### config.mk
export PLATFORM = sky130hd
export DESIGN_NAME = ir_pulse_distance_decoder_flat
export DESIGN_NICKNAME = d
export VERILOG_FILES = /design/src/rtl/irpd_pkg.sv /design/src/rtl/irpd_if.sv /design/src/rtl/irpd_classify.sv /design/src/rtl/ir_pulse_distance_decoder.sv /design/src/flat_wrapper.sv
export SDC_FILE = /design/constraint.sdc
export NUM_CORES = 1
export LEC_CHECK = 0
export ABC_CLOCK_PERIOD_IN_PS = 3400
export CORE_UTILIZATION = 60
export CTS_BUF_LIST = sky130_fd_sc_hd__clkbuf_8
export DETAILED_ROUTE_END_ITERATION = 7
export DONT_BUFFER_PORTS = 1
export GPL_ROUTABILITY_DRIVEN = 0
export GPL_TIMING_DRIVEN = 0
export HOLD_SLACK_MARGIN = 0.08
export MAX_ROUTING_LAYER = met4
export PLACE_DENSITY = 0.79
export SLEW_MARGIN = 20
export SYNTH_ARGS = -nofsm -noshare
export SYNTH_HDL_FRONTEND = slang
export SYNTH_HIERARCHICAL = 1
export SYNTH_SLANG_ARGS = --single-unit
### constraint.sdc
create_clock -name clk_i -period 3.4 [get_ports clk_i]
set_input_delay 0.51 -clock clk_i [delete_from_list [all_inputs] [get_ports clk_i]]
set_output_delay 0.51 -clock clk_i [all_outputs]
set_load 0.01 [all_outputs]
### src/rtl/irpd_pkg.sv
// irpd_pkg: shared types, constants and register codes of the ir pulse distance decoder
`timescale 1ns / 1ps

package irpd_pkg;

  // tick counts and thresholds
  localparam int unsigned TickW   = 24;
  localparam int unsigned NumRegs = 6;
  localparam int unsigned RegIdxW = 3;

  // bit counter, saturating
  localparam int unsigned CntW   = 6;
  localparam int unsigned CntMax = 63;

  // result word width seen on the port
  localparam int unsigned CodeW = 16;

  // default for the shift word length
  localparam int unsigned WordBitsDefault = 16;

  typedef logic [TickW-1:0]   tick_t;
  typedef logic [RegIdxW-1:0] reg_idx_t;
  typedef logic [CntW-1:0]    cnt_t;
  typedef logic [CodeW-1:0]   code_t;
  typedef tick_t [NumRegs-1:0] thresh_t;

  // register indexes
  localparam reg_idx_t RegIdle   = 3'd0;
  localparam reg_idx_t RegRepeat = 3'd1;
  localparam reg_idx_t RegStart  = 3'd2;
  localparam reg_idx_t RegFence  = 3'd3;
  localparam reg_idx_t RegOne    = 3'd4;
  localparam reg_idx_t RegZero   = 3'd5;

  // reset thresholds in 80 MHz ticks
  localparam tick_t IdleGapReset   = 24'd2044000;
  localparam tick_t RepeatGapReset = 24'd1596000;
  localparam tick_t StartGapReset  = 24'd956000;
  localparam tick_t FenceGapReset  = 24'd356000;
  localparam tick_t OneBitReset    = 24'd156000;
  localparam tick_t ZeroBitReset   = 24'd76000;

  // interval classes, longest first
  typedef enum logic [2:0] {
    GapIdle,
    GapRepeat,
    GapStart,
    GapFence,
    GapOne,
    GapZero,
    GapShort
  } gap_class_e;

endpackage

### src/rtl/irpd_if.sv
// irpd_if: valid/ready channel interfaces for input, result and register writes
`timescale 1ns / 1ps

interface irpd_in_if;
  logic                valid;
  logic                ready;
  irpd_pkg::tick_t     edge_interval;

  modport source (output valid, output edge_interval, input ready);
  modport sink   (input valid, input edge_interval, output ready);
endinterface

interface irpd_out_if;
  logic                valid;
  logic                ready;
  irpd_pkg::code_t     code_word;
  logic                frame_ready;

  modport source (output valid, output code_word, output frame_ready, input ready);
  modport sink   (input valid, input code_word, input frame_ready, output ready);
endinterface

interface irpd_cfg_if;
  logic                valid;
  logic                ready;
  irpd_pkg::reg_idx_t index;
  irpd_pkg::tick_t     data;

  modport source (output valid, output index, output data, input ready);
  modport sink   (input valid, input index, input data, output ready);
endinterface

### src/rtl/irpd_classify.sv
// irpd_classify: priority compare of one interval against the six thresholds
`timescale 1ns / 1ps

module irpd_classify (
  input  irpd_pkg::tick_t      interval_i,
  input  irpd_pkg::thresh_t    thresh_i,
  output irpd_pkg::gap_class_e class_o
);

  // fixed priority order, first strict compare that holds wins
  always_comb begin
    if (interval_i > thresh_i[irpd_pkg::RegIdle]) begin
      class_o = irpd_pkg::GapIdle;
    end else if (interval_i > thresh_i[irpd_pkg::RegRepeat]) begin
      class_o = irpd_pkg::GapRepeat;
    end else if (interval_i > thresh_i[irpd_pkg::RegStart]) begin
      class_o = irpd_pkg::GapStart;
    end else if (interval_i > thresh_i[irpd_pkg::RegFence]) begin
      class_o = irpd_pkg::GapFence;
    end else if (interval_i > thresh_i[irpd_pkg::RegOne]) begin
      class_o = irpd_pkg::GapOne;
    end else if (interval_i > thresh_i[irpd_pkg::RegZero]) begin
      class_o = irpd_pkg::GapZero;
    end else begin
      class_o = irpd_pkg::GapShort;
    end
  end

endmodule

### src/rtl/ir_pulse_distance_decoder.sv
// ir_pulse_distance_decoder: top level of the pulse distance ir remote decoder
// path: an accepted interval is registered in the input register, then in the result register,
// where its result is valid; it waits in the input register while the result register stalls
// throughput: one interval per cycle while out ready is high, set by the single compare-and-shift pass
// the input register can fill while a finished result waits, but then holds its item until it is taken
// reset: thresholds return to their defaults, word, bit count and skip flag clear,
// both pipeline stages empty
`timescale 1ns / 1ps

module ir_pulse_distance_decoder #(
  parameter int unsigned WORD_BITS = irpd_pkg::WordBitsDefault
) (
  input  logic              clk_i,
  input  logic              rst_ni,
  irpd_cfg_if.sink          cfg_i,
  irpd_in_if.sink           in_i,
  irpd_out_if.source        out_o
);

  // threshold registers
  irpd_pkg::thresh_t thresh_q;

  // input stage
  logic              s1_valid_q;
  irpd_pkg::tick_t   s1_interval_q;

  // decoder state
  logic [WORD_BITS-1:0] word_q, word_d;
  irpd_pkg::cnt_t       cnt_q, cnt_d;
  logic                 skip_q, skip_d;

  // result stage
  logic              res_valid_q;
  irpd_pkg::code_t   res_code_q;
  logic              res_frame_q;
  logic              frame_d;

  logic              res_load;
  irpd_pkg::gap_class_e gap_class;

  localparam irpd_pkg::cnt_t FrameCnt = irpd_pkg::CntW'(WORD_BITS);
  localparam irpd_pkg::cnt_t CntSat   = irpd_pkg::CntW'(irpd_pkg::CntMax);

  // register writes are always taken, out of range indexes dropped
  assign cfg_i.ready = 1'b1;

  always_ff @(posedge clk_i or negedge rst_ni) begin
    if (!rst_ni) begin
      thresh_q[irpd_pkg::RegIdle]   <= irpd_pkg::IdleGapReset;
      thresh_q[irpd_pkg::RegRepeat] <= irpd_pkg::RepeatGapReset;
      thresh_q[irpd_pkg::RegStart]  <= irpd_pkg::StartGapReset;
      thresh_q[irpd_pkg::RegFence]  <= irpd_pkg::FenceGapReset;
      thresh_q[irpd_pkg::RegOne]    <= irpd_pkg::OneBitReset;
      thresh_q[irpd_pkg::RegZero]   <= irpd_pkg::ZeroBitReset;
    end else if (cfg_i.valid && (cfg_i.index < irpd_pkg::RegIdxW'(irpd_pkg::NumRegs))) begin
      thresh_q[cfg_i.index] <= cfg_i.data;
    end
  end

  // result register moves when empty or when its transfer completes
  assign res_load   = s1_valid_q && (!res_valid_q || out_o.ready);
  // input register refills when empty or whenever its item moves on
  assign in_i.ready = !s1_valid_q || res_load;

  always_ff @(posedge clk_i or negedge rst_ni) begin
    if (!rst_ni) begin
      s1_valid_q <= 1'b0;
    end else if (in_i.ready) begin
      s1_valid_q <= in_i.valid;
    end
  end

  always_ff @(posedge clk_i) begin
    if (in_i.ready && in_i.valid) begin
      s1_interval_q <= in_i.edge_interval;
    end
  end

  irpd_classify u_classify (
    .interval_i (s1_interval_q),
    .thresh_i   (thresh_q),
    .class_o    (gap_class)
  );

  // state update for the item in the input register
  always_comb begin
    word_d  = word_q;
    cnt_d   = cnt_q;
    skip_d  = skip_q;
    frame_d = 1'b0;
    case (gap_class)
      irpd_pkg::GapIdle, irpd_pkg::GapStart: begin
        word_d = '0;
        cnt_d  = '0;
      end
      irpd_pkg::GapRepeat: begin
        // repeat code: drop the word and suppress the next frame
        word_d = '0;
        cnt_d  = '0;
        skip_d = 1'b1;
      end
      irpd_pkg::GapOne: begin
        word_d = {1'b1, word_q[WORD_BITS-1:1]};
        cnt_d  = (cnt_q == CntSat) ? cnt_q : cnt_q + 1'b1;
      end
      irpd_pkg::GapZero: begin
        word_d = {1'b0, word_q[WORD_BITS-1:1]};
        cnt_d  = (cnt_q == CntSat) ? cnt_q : cnt_q + 1'b1;
      end
      default: begin
        // fence gap or too short: no change
      end
    endcase
    // ready check runs on every item, even when nothing shifted
    if (cnt_d == FrameCnt) begin
      frame_d = !skip_d;
      skip_d  = 1'b0;
    end
  end

  always_ff @(posedge clk_i or negedge rst_ni) begin
    if (!rst_ni) begin
      word_q <= '0;
      cnt_q  <= '0;
      skip_q <= 1'b0;
    end else if (res_load) begin
      word_q <= word_d;
      cnt_q  <= cnt_d;
      skip_q <= skip_d;
    end
  end

  always_ff @(posedge clk_i or negedge rst_ni) begin
    if (!rst_ni) begin
      res_valid_q <= 1'b0;
    end else if (res_load) begin
      res_valid_q <= 1'b1;
    end else if (out_o.ready) begin
      res_valid_q <= 1'b0;
    end
  end

  // low word bits go out, zero filled for short words
  always_ff @(posedge clk_i) begin
    if (res_load) begin
      res_code_q  <= irpd_pkg::CodeW'(word_d);
      res_frame_q <= frame_d;
    end
  end

  assign out_o.valid       = res_valid_q;
  assign out_o.code_word   = res_code_q;
  assign out_o.frame_ready = res_frame_q;

endmodule
### src/flat_wrapper.sv
// flat-port wrapper written by rule: the top's interface ports become plain ports
module ir_pulse_distance_decoder_flat 
#(
  parameter int unsigned WORD_BITS = irpd_pkg::WordBitsDefault
)
  (clk_i, rst_ni, cfg_i_valid, cfg_i_index, cfg_i_data, cfg_i_ready, in_i_valid, in_i_edge_interval, in_i_ready, out_o_valid, out_o_code_word, out_o_frame_ready, out_o_ready);
  irpd_cfg_if cfg_i_i ();
  irpd_in_if in_i_i ();
  irpd_out_if out_o_i ();
  input  logic clk_i;
  input  logic rst_ni;
  input wire logic [$bits(cfg_i_i.valid)-1:0] cfg_i_valid;
  input wire logic [$bits(cfg_i_i.index)-1:0] cfg_i_index;
  input wire logic [$bits(cfg_i_i.data)-1:0] cfg_i_data;
  output wire logic [$bits(cfg_i_i.ready)-1:0] cfg_i_ready;
  input wire logic [$bits(in_i_i.valid)-1:0] in_i_valid;
  input wire logic [$bits(in_i_i.edge_interval)-1:0] in_i_edge_interval;
  output wire logic [$bits(in_i_i.ready)-1:0] in_i_ready;
  output wire logic [$bits(out_o_i.valid)-1:0] out_o_valid;
  output wire logic [$bits(out_o_i.code_word)-1:0] out_o_code_word;
  output wire logic [$bits(out_o_i.frame_ready)-1:0] out_o_frame_ready;
  input wire logic [$bits(out_o_i.ready)-1:0] out_o_ready;
  assign cfg_i_i.valid = cfg_i_valid;
  assign cfg_i_i.index = cfg_i_index;
  assign cfg_i_i.data = cfg_i_data;
  assign cfg_i_ready = cfg_i_i.ready;
  assign in_i_i.valid = in_i_valid;
  assign in_i_i.edge_interval = in_i_edge_interval;
  assign in_i_ready = in_i_i.ready;
  assign out_o_valid = out_o_i.valid;
  assign out_o_code_word = out_o_i.code_word;
  assign out_o_frame_ready = out_o_i.frame_ready;
  assign out_o_i.ready = out_o_ready;
  ir_pulse_distance_decoder #(.WORD_BITS(WORD_BITS)) u_core (.clk_i(clk_i), .rst_ni(rst_ni), .cfg_i(cfg_i_i), .in_i(in_i_i), .out_o(out_o_i));
endmodule
==> flow_metrics.py <==
metrics = {
    "cells_and_area": {
        "syn_to_final_growth_pct": 18.10,
        "antenna_cells": 0,
        "register_area_sq_um": 5519,
        "drive_gt1_share_pct": 30.74,
        "fill_cells": 1293,
        "stdcell_count": 1441,
        "stdcell_area_sq_um": 13830,
        "final_net_count": 1353,
        "postLayoutCoreUtil_pct": 73.19,
        "multi_input_area_sq_um": 5918,
    },
    "pwr": {
        "cellPowerDensity_nw_per_um2": 559.6,
        "peakVddDrop_mv": 0.3482,
        "leakagePower_nw": 6.459,
    },
    "drt": {
        "dr.pass1.iters": 5,
        "route.detailed.drc": 0,
        "drtIter0Drc": 455,
        "vias_per_cell": 5.811,
        "drt-total-wl_microns": 27680,
        "wl_per_cell_microns": 19.21,
        "via_count": 8373,
        "ant_nets": 0,
    },
    "synthesis": {
        "syn_inst": 1035,
        "synth-simple-area-share_pct": 8.913,
        "synth_top_family_by_area": "adder cells",
        "synthAdderAreaFrac_pct": 15.50,
        "synth_area_sq_um": 11710,
        "synthArstFlopShare_pct": 80.48,
        "synth_edf_count": 41,
        "yosysSeqAreaShare_pct": 47.14,
        "synth_ff_type": "dfrtp_1",
        "syn_nets": 1236,
        "ys_types": 60,
        "synth_top_cells_by_area": "dfrtp_1 (26%), ha_1 (15%), mux2_2 (14%)",
        "synth_compound_area_share_pct": 8.753,
        "synthTopCellsByCount": "ha_1 (145), inv_1 (144), mux2_2 (141)",
        "synth.top_cell.area_share_pct": 26.08,
        "muxShareOfSynthArea_pct": 13.94,
        "synth_most_common_cell": "ha_1",
        "ys_seq_elements": 210,
        "yosysTopAreaCell": "dfrtp_1",
        "synth_xor_xnor_area_share_pct": 0,
        "yosys_warnings": 6,
        "syn_area_per_cell_sq_um": 11.31,
    },
    "floorplanning": {
        "boundaryPins": 76,
        "dieWidth_microns": 141.7,
        "start_util_pct": 61.97,
        "core_sq_um": 18890,
        "die_h_microns": 141.7,
        "rows": 50,
        "dieArea_sq_um": 20070,
    },
    "sta": {
        "tightestPinTransition_ns": 0.7732,
        "drv_slew": 0,
        "fin_crit_sh_pct": 102.2,
        "finalClockSkew_ns": 0.02577,
        "rsz0062_at_grt": "true",
        "fin_tns_setup_ns": -0.07332,
        "period_minus_slack_ns": 3.473,
        "setup_viol": 1,
        "timing.fmax_mhz": 287.9,
        "slew_headroom_pct": 48.46,
        "hold_viol": 169,
        "holdWs_ns": -0.3349,
        "setup_slack_ns": -0.07332,
    },
    "grt": {
        "grt_max_degree": 170,
        "antenna_found_initial": 0,
        "grt_use_total_pct": 29.45,
        "grt_pass1_vias": 8646,
        "grt_remaining_overflow": 0,
        "grt_pass1_wl_microns": 43930,
    },
    "clock_tree": {
        "clk_pin_slew_worst_paths_ns": 0.06,
        "clk_latency_ns": 0.54,
        "cts_num_sinks": 210,
        "cts_buffers": 37,
        "clockRootBuffer": "clkbuf_8",
        "hold_buffers": 25,
        "h-tree-depth": 2,
        "clk_path_buf_depth": 3,
        "cts_tree": "done",
    },
    "status": {
        "failed_checks": "negative hold slack, negative setup slack",
        "status": "complete, but fails checks",
    },
    "job": {
        "maxCapViolCount": 0,
    },
    "min_path": {
        "hold_class": "in2async",
    },
    "critical_path": {
        "rr_startpoint": "u_core/s1_interval_q[11]",
        "path_max_fanout": 7,
        "r2r_end": "u_core/out_o.frame_ready",
        "crit_arrival_ns": 3.76,
        "ff2ff_setup_slack_ns": -0.07,
        "r2r_cells": 15,
        "critPathKind": "reg2reg",
        "start_kind": "flop",
        "crit_path_end_kind": "flop",
        "required_ns": 3.69,
    },
    "place": {
        "dp_hpwl_microns": 17570,
        "dp.cells": 1295,
        "postPlaceCellArea_sq_um": 12040,
        "io_buffers": 0,
    },
}
-- report_power, final --
| part | leakage (nW) | switching (mW) | internal [mW] | total [mW] |
|---|---|---|---|---|
| combinational | 3.64 | 1.14 | 1.06 | 2.20 |
| clock | 0.420 | 1.04 | 1.14 | 2.18 |
| sequential | 2.39 | 0.258 | 3.10 | 3.35 |
| total | 6.46 | 2.44 | 5.29 | 7.74 |
-- per-stage QoR --
| step | setup slack (ns) | power [mW] |
|---|---|---|
| floorplan | 0.2160 | 4.695 |
| global placement | -0.6603 | 5.036 |
| detailed placement | -0.6596 | 5.154 |
| CTS | 0.0002149 | 7.594 |
| global route | -0.1814 | 8.180 |
| finish | -0.07332 | 7.737 |
-- routing by layer --
layer  track usage (%)  wire length (microns)
met5                 -                      0
met4             15.96                   1391
met3             5.332                   1648
met2             45.55                  12970
met1             36.90                  11670
-- how the worst max path moves through the flow --
stage / start / endpoint / slack [ns] / cells past startpoint
2_1_floorplan: u_core/s1_interval_q[9] / u_core/out_o.frame_ready / 0.22 / 13
3_3_place_gp: u_core/s1_interval_q[23] / u_core/out_o.frame_ready / -0.66 / 12
4_1_cts: u_core/s1_interval_q[17] / u_core/out_o.frame_ready / 0.0002 / 15
3_5_place_dp: u_core/s1_interval_q[23] / u_core/out_o.frame_ready / -0.66 / 12
5_1_grt: u_core/s1_interval_q[21] / u_core/out_o.frame_ready / -0.18 / 14
6_report: u_core/s1_interval_q[11] / u_core/out_o.frame_ready / -0.07 / 15
-- layout by cell type (no fill, tap or decap), types with 9 or more instances in the layout --
master,synthesis,routed
inv_1,144,161
mux2_2,141,141
ha_1,145,132
dfrtp_1,122,122
nand2_1,99,97
a21oi_1,72,68
buf_4,7,51
dfstp_2,47,47
clkbuf_8,0,42
edfxtp_1,41,41
nand4_1,27,27
dlygate4sd3_1,0,25
nor2_1,23,21
o21ai_0,24,18
a22o_1,15,15
nand3_1,14,14
ha_4,0,13
buf_6,1,12
nor2b_1,10,9
-- repair_timing --
action / CTS / global route
buffers inserted: 43 / 11
pin swaps: 33 / 18
endpoints found under the setup margin: 40 / 23
hold endpoints to repair: 194 / 169
cloned: 0 / 0
resized for setup: 58 / 24
-- registers in the layout, summed over array words and instances (netlist names) --
signal and count:
u_core/out_o.code_word 16, u_core/skip_q 1, u_core/out_o.frame_ready 1, u_core/s1_valid_q 1
u_core/out_o.valid 1, u_core/s1_interval_q 24, u_core/word_q 16, u_core/thresh_q 144
u_core/cnt_q 6
-- logic make-up after synthesis --
kind of cell,Yosys count
flip-flops,210
AND/OR/NAND/NOR,205
buffers and inverters,167
AO/OA/AOI/OAI,162
multiplexers,145
adder cells (fa/ha/maj),145
other,1
-- critical path: stages (launching register included) --
cell and delay, ns:
edfxtp_1 0.50, buf_6 0.18, ha_1 0.32, a21oi_1 0.15
o21ai_1 0.11, a22oi_1 0.17, o211ai_1 0.19, o21ai_2 0.23
inv_1 0.08, o221a_4 0.30, o21a_1 0.18, buf_6 0.13
a31oi_4 0.17, mux2i_2 0.29, nor4b_4 0.07, and3_1 0.16
-- cell type report --
type                            count  share of cell area, %
Clock buffer                       42                  4.181
Tap cell                          260                  2.353
Inverter                          144                  3.909
Sequential cell                   210                  39.91
Clock inverter                     26                 0.8506
Timing Repair Buffer               79                  5.040
Buffer                             22                 0.9501
Multi-Input combinational cell    658                  42.80
(Power assumes the default switching activity.)
